## src/rtl/vgrt_pkg.sv

```systemverilog
// ----------------------------------------------------------------------------
// vgrt_pkg
// Shared sizes, codes and control types of the voxel traversal core.
// ----------------------------------------------------------------------------
`timescale 1ns / 1ps
`default_nettype none

package vgrt_pkg;

  localparam int COLUMNS_PER_SIDE = 2;
  localparam int COLUMN_WIDTH     = 16;
  localparam int HEIGHT           = 256;
  localparam int BLOCK_BITS       = 8;

  localparam int SPAN       = COLUMNS_PER_SIDE * COLUMN_WIDTH;
  localparam int BASE       = (COLUMNS_PER_SIDE / 2) * COLUMN_WIDTH;
  localparam int STORE_SIZE = SPAN * SPAN * HEIGHT;
  localparam int ADDR_W     = $clog2(STORE_SIZE);

  localparam int CMD_W   = 2;
  localparam int POS_W   = 32;
  localparam int FRAC_W  = 16;
  localparam int DIR_W   = 20;
  localparam int BLK_W   = 8;
  localparam int STEPS_W = 12;
  localparam int VOX_W   = 16;
  localparam int SIDE_W  = 2;
  localparam int COORD_W = 18;                 // voxel plus up to 4095 steps
  localparam int TIME_W  = STEPS_W + FRAC_W;   // times never exceed the cap
  localparam int QUO_W   = 33;                 // quotients up to 2^32
  localparam int NUM_W   = FRAC_W + 1;

  localparam logic [CMD_W-1:0] CMD_WRITE = 2'd0;
  localparam logic [CMD_W-1:0] CMD_READ  = 2'd1;
  localparam logic [CMD_W-1:0] CMD_TRACE = 2'd2;
  localparam logic [CMD_W-1:0] CMD_NONE  = 2'd3;

  localparam logic [1:0] MEM_IDLE  = 2'd0;
  localparam logic [1:0] MEM_CLEAR = 2'd1;
  localparam logic [1:0] MEM_WRITE = 2'd2;
  localparam logic [1:0] MEM_READ  = 2'd3;

  localparam logic [1:0] RES_READ  = 2'd0;
  localparam logic [1:0] RES_START = 2'd1;
  localparam logic [1:0] RES_HIT   = 2'd2;
  localparam logic [1:0] RES_MISS  = 2'd3;

  localparam logic [SIDE_W-1:0] SIDE_X = 2'd0;
  localparam logic [SIDE_W-1:0] SIDE_Y = 2'd1;
  localparam logic [SIDE_W-1:0] SIDE_Z = 2'd2;

  // Six divisions per trace: delta then first boundary time, per axis.
  localparam logic [2:0] DIV_LAST = 3'd5;

  typedef struct packed {
    logic       in_ready;
    logic       load;
    logic [1:0] mem_op;
    logic       div_start;
    logic       div_load;
    logic       step;
    logic       res_load;
    logic [1:0] res_kind;
  } vgrt_cmd_t;

  typedef struct packed {
    logic             in_valid;
    logic             clr_last;
    logic [CMD_W-1:0] cmd;
    logic             solid;
    logic             div_done;
    logic             div_last;
    logic             steps_done;
    logic             prev_mode;
    logic             out_free;
  } vgrt_sts_t;

endpackage

`default_nettype wire

```

## src/rtl/vgrt_ctrl.sv

```systemverilog
// ----------------------------------------------------------------------------
// vgrt_ctrl
// Sequencer for store clearing, voxel access, divisions and ray stepping.
// ----------------------------------------------------------------------------
`timescale 1ns / 1ps
`default_nettype none

module vgrt_ctrl (
  input  wire logic                clk,
  input  wire logic                rst_n,
  input  wire vgrt_pkg::vgrt_sts_t sts,
  output vgrt_pkg::vgrt_cmd_t      cmd
);
  import vgrt_pkg::*;

  localparam logic [3:0] S_CLR  = 4'd0;
  localparam logic [3:0] S_IDLE = 4'd1;
  localparam logic [3:0] S_DISP = 4'd2;
  localparam logic [3:0] S_WR   = 4'd3;
  localparam logic [3:0] S_LOOK = 4'd4;
  localparam logic [3:0] S_CHK  = 4'd5;
  localparam logic [3:0] S_DIV  = 4'd6;
  localparam logic [3:0] S_DIVW = 4'd7;
  localparam logic [3:0] S_TEST = 4'd8;
  localparam logic [3:0] S_STEP = 4'd9;
  localparam logic [3:0] S_RES  = 4'd10;

  logic [3:0] state_r, state_nxt;
  logic       walking_r, walking_nxt;
  logic [1:0] kind_r, kind_nxt;

  always_comb begin
    state_nxt   = state_r;
    walking_nxt = walking_r;
    kind_nxt    = kind_r;
    cmd         = '0;
    cmd.mem_op  = MEM_IDLE;
    unique case (state_r)
      S_CLR: begin
        cmd.mem_op = MEM_CLEAR;
        if (sts.clr_last) begin
          state_nxt = S_IDLE;
        end
      end
      S_IDLE: begin
        cmd.in_ready = 1'b1;
        if (sts.in_valid) begin
          cmd.load    = 1'b1;
          walking_nxt = 1'b0;
          state_nxt   = S_DISP;
        end
      end
      S_DISP: begin
        unique case (sts.cmd)
          CMD_WRITE: state_nxt = S_WR;
          CMD_READ:  state_nxt = S_LOOK;
          CMD_TRACE: state_nxt = S_LOOK;
          default:   state_nxt = S_IDLE;
        endcase
      end
      S_WR: begin
        cmd.mem_op = MEM_WRITE;
        state_nxt  = S_IDLE;
      end
      S_LOOK: begin
        cmd.mem_op = MEM_READ;
        state_nxt  = S_CHK;
      end
      S_CHK: begin
        if (sts.cmd == CMD_READ) begin
          kind_nxt  = RES_READ;
          state_nxt = S_RES;
        end else if (sts.solid) begin
          kind_nxt  = walking_r ? RES_HIT : RES_START;
          state_nxt = S_RES;
        end else begin
          state_nxt = walking_r ? S_TEST : S_DIV;
        end
      end
      S_DIV: begin
        cmd.div_start = 1'b1;
        state_nxt     = S_DIVW;
      end
      S_DIVW: begin
        if (sts.div_done) begin
          cmd.div_load = 1'b1;
          if (sts.div_last) begin
            walking_nxt = 1'b1;
            state_nxt   = S_TEST;
          end else begin
            state_nxt = S_DIV;
          end
        end
      end
      S_TEST: begin
        if (sts.steps_done) begin
          kind_nxt  = RES_MISS;
          state_nxt = S_RES;
        end else begin
          state_nxt = S_STEP;
        end
      end
      S_STEP: begin
        cmd.step  = 1'b1;
        state_nxt = S_LOOK;
      end
      S_RES: begin
        if (sts.out_free) begin
          cmd.res_load = 1'b1;
          state_nxt    = S_IDLE;
        end
      end
      default: state_nxt = S_CLR;
    endcase
    cmd.res_kind = kind_r;
  end

  always_ff @(posedge clk) begin
    if (!rst_n) begin
      state_r   <= S_CLR;
      walking_r <= 1'b0;
      kind_r    <= RES_READ;
    end else begin
      state_r   <= state_nxt;
      walking_r <= walking_nxt;
      kind_r    <= kind_nxt;
    end
  end

endmodule

`default_nettype wire

```

## config.mk

```make
export PLATFORM = sky130hd
export DESIGN_NAME = vgrt_ctrl
export DESIGN_NICKNAME = d
export VERILOG_FILES = /design/src/rtl/vgrt_pkg.sv /design/src/rtl/vgrt_ctrl.sv
export SDC_FILE = /design/constraint.sdc
export NUM_CORES = 1
export LEC_CHECK = 0
export ABC_AREA = 1
export CORE_MARGIN = 4
export CORE_UTILIZATION = 45
export CTS_CLUSTER_SIZE = 12
export DETAILED_ROUTE_END_ITERATION = 16
export DONT_BUFFER_PORTS = 1
export SYNTH_ARGS = -nofsm -noshare
export SYNTH_HDL_FRONTEND = slang
export SYNTH_SLANG_ARGS = --single-unit
```

## constraint.sdc

```tcl
create_clock -name clk -period 1.19 [get_ports clk]
set_input_delay 0.357 -clock clk [delete_from_list [all_inputs] [get_ports clk]]
set_output_delay 0.357 -clock clk [all_outputs]
set_load 0.01 [all_outputs]
```

# After elaboration in Yosys (flattened, before gate mapping)
# Cells that the tools add are included.
# word_totals
regBits	7
latchBits	0
ram_bits	0
mem_bits_ro	0
in_bits	12
output_inout_bits	10
n_memories	0
# op_classes
add_sub_neg	0
multipliers	0
n_div	0
magnitude_cmp	0
n_eq_ne	19
shifts	0
muxes	29
bitwise_logic	0
reduce_logical	8
# ops
cell	count
$pmux W4 S11	1
$mux W4	8
$eq A4 B3 Y1 const B	4
$eq A4 B4 Y1 const B	3
$mux W2	6
$ne A2 B2 Y1 const B	6
$mux W1	10
$eq A4 B2 Y1 const B	2
$reduce_and A4 Y1	2
$pmux W2 S3	1
$pmux W3 S2	1
$eq A4 B1 Y1 const B	1
$logic_not A4 Y1	1
$pmux W2 S2	1
$reduce_bool A2 Y1	2
$ne A3 B3 Y1 const B	1
$reduce_and A3 Y1	1
$eq A2 B1 Y1 const B	1
$eq A2 B2 Y1 const B	1
$logic_not A2 Y1	1
$pmux W1 S2	1
$reduce_or A2 Y1	1

# Depth between registers and ports, before layout
# logic_depth
ltp_word	4
mapped_depth	8
mapped_depth_nobuf	8

# Least setup slack after synthesis
# No wires, ideal clock.
# synth_path
path_type	register to output
from	reg state_r[2]
to	out cmd[8] (netlist bit)
arrival_time_ns	0.947
required_ns	0.833
path_slack_ns	-0.114
path_stages_with_launch	4
path_cell_list	dfxtp_1 > nor2_1 > nand2_1 > nor2_1
# synth_lines
element	line_no	text
start: declaration	vgrt_ctrl.sv:28	logic [3:0] state_r, state_nxt;
start signal: assignment	vgrt_ctrl.sv:124	state_r <= state_nxt;
end: declaration	vgrt_ctrl.sv:12	output vgrt_pkg::vgrt_cmd_t cmd

==> impl_results.md <==
- Die height: ~45 um
- Final antenna-violating net count: 0
- Clock-pin slew on the worst setup and hold paths: ~60 ps
- Sink Count: 7
- Initial antenna violation count: 0
- R2r startpoint: state_r[1]$_SDFFE_PN0P_
- Clock buffers created by TritonCTS: 3
- RSZ-0062 raised after global routing: yes
- Startpoint types: flop
- Filler instances: between 80 and 90
- Top cells by count, synth: 26 x nand2_1, 22 x inv_1, 12 x nand3_1, 8 x nor2_1, 7 x dfxtp_1
- Cell Pwr Density: approximately 1100 nW/um2
- Max clock buf depth: 2
- Most common cell in the netlist: nand2_1
- Synth cell types: 18
- First-pass DRT Iterations: 4
- Worst slew margin: around 85%
- Skew-Pair Late Insertion Delay: between 200 and 300 ps
- Global-route wire length before repair: ~3200 um
- Syn nets: 120
- Worst slew pin tran: 219 ps
- Peak supply drop: between 0.7 and 0.8 mV
- Cells after synthesis: approximately 110
- Syn. warnings: 0
- Die area: around 2000 um2
- # diodes: 0
- DR vias/cell: between 5 and 6
- Ranking of synthesized cells by area: dfxtp_1 23%, nand2_1 16%, inv_1 14%
- Placed Cells: around 130
- Hold wc startpoint: rst_n
- Nets: ~140
- P&R area growth vs syn: 58.5%
- Ratio of cells with drive above 1 in the final layout: 50.4%
- EDFF count, synth: 0
- Final hold vios: 0
- Global Route Usage Sum: between 20% and 30%
- Drt drc: 0
- Worst hold path type: in2reg
- WS Path Type: reg2out
- CTS tree: done
- Vias in the first global route: around 760
- Die width: 44.6 um
- PnR Total Power: slightly above 1 mW
- Dpl hpwl: 1310 um
- Top cell type's share of synthesized area: a little under a quarter
- Final RePlAce weighted congestion: 0.882
- Ys flop type: dfxtp_1
- Initial DRC count: 30
- Fin cells: ~140
- Total Routed Length: 2090 um
- #FFs+latches synth: 7
- Avg Inst Size Synth: 5.69 um2
- Asr flop ratio synth: 0%
- Post-route setup slack: -235 ps
- Starting Density: 50.8%
- Fmax: around 700 MHz
- Core ar.: 1190 um2
- CP endpoint kind: output pin
- Final cycle utilization of the critical path: 120%
- Row count: 12
- Final setup viols: 13
- Total congestion overflow: 0
- Largest net degree at the start of global routing: 7
- Number of port buffers: 0
- Failing checks: setup timing
- Seq/Total Area, Yosys: a little under a quarter
- Tmin final: between 1000 and 1500 ps
- WL/cell: between 10 and 15 um
- Clk root buf: clkbuf_4
- H-tree level count: 1
- Worst setup path start: state_r[1]$_SDFFE_PN0P_
- Static leakage: 0.480 nW
- Max cap viols: 0
- Hold_buf cts: 0
- Fin. max-slew vios: 0
- Synth area leader: dfxtp_1
- Worst Skew: about 5.4 ps
- Critical path arrival: 1070 ps
- Ports: 22
- CP max FO: 4
- Placement Setup Slack: -123 ps
- Via count: 778
- Outcome: finished with violations
- Worst path required time: 830 ps
- Cell area after synthesis: 603 um2
## path summary, 6_finish.rpt
check	depth (start not counted)	slack (ps)	end
max	4	-230	cmd[2]
min	2	240	kind_r[1]$_SDFFE_PN0P_
max reg2reg	9	-110	walking_r$_SDFFE_PN0P_
min reg2reg	2	530	kind_r[0]$_SDFFE_PN0P_
## kinds of logic (layout without fill, tap and decap cells)
logic type	after synthesis	in the layout	share of synthesized area (%)
DFF	7	7	23.2
adders and majority gates	2	2	4.15
and+or+nand+nor	61	61	47.3
buffers and inverters	23	44	14.3
AOI/OAI and AO/OA	13	13	11.0
## layout by cell type (no fill, tap or decap), types with 2 or more instances in the layout
cell type,n
dfxtp_4,4
nand3_1,10
clkbuf_4,3
nor2_2,2
a21oi_2,2
inv_4,5
inv_2,4
nand2_2,7
nor2_4,10
ha_1,2
inv_1,14
o21ai_2,2
dfxtp_1,3
nand2_1,18
nor2_1,2
o21ai_1,4
nand2_4,5
a21oi_1,4
buf_4,14
buf_6,3
## layout make-up
type | instances | area (um2) | area share, %
clock buffers | 4 | 26.3 | 2.75
inverters | 23 | 98.8 | 10.3
multi-input cells | 76 | 519 | 54.3
flip-flops and latches | 7 | 155 | 16.2
well taps | 14 | 17.5 | 1.83
repair buffers | 17 | 139 | 14.5
## routing by layer
metal | share of wire (%) | wire length, um | global-route usage (%)
met1 | 37 | 778 | 23.4
met2 | 50 | 1050 | 38.7
met3 | 8.8 | 184 | 8.94
met4 | 3.5 | 74 | 3.61
met5 | 0 | 0 | 0
## state kept, by name, summed over array words and instances, names as in the netlist
signal	flops
walking_r	1
kind_r	2
state_r	4
## per-stage QoR
stage / cell area (um2) / hold slack, ps / TNS [ps] / util (%)
global placement: 681 / 497 / -1000 / 57.4
detailed placement: 681 / 502 / -1020 / 57.4
global route: 956 / 266 / -2490 / 80.6
finish: 956 / 240 / -1910 / 80.6
CTS: 885 / 232 / -1670 / 74.6
floorplan: 611 / 493 / 0 / -
## what timing repair did
action                     4_1_cts  5_1_grt
gates resized for setup         43       16
setup endpoints to repair       15       15
pin swaps                       10       12
buffers inserted                 8        2
## report_power, final
group          leakage, nW  total, mW  internal [mW]  switching (mW)
Clock               0.0150      0.224          0.128          0.0950
Sequential          0.0599      0.317          0.261          0.0567
Combinational        0.405      0.496          0.206           0.290
Total                0.480       1.04          0.595           0.442
## critical path: stages (launching register included)
cell and delay, ps:
dfxtp_4 410, inv_4 60, nor2_4 140, nand2_2 90, nor2_4 110
(Power assumes the default switching activity.)
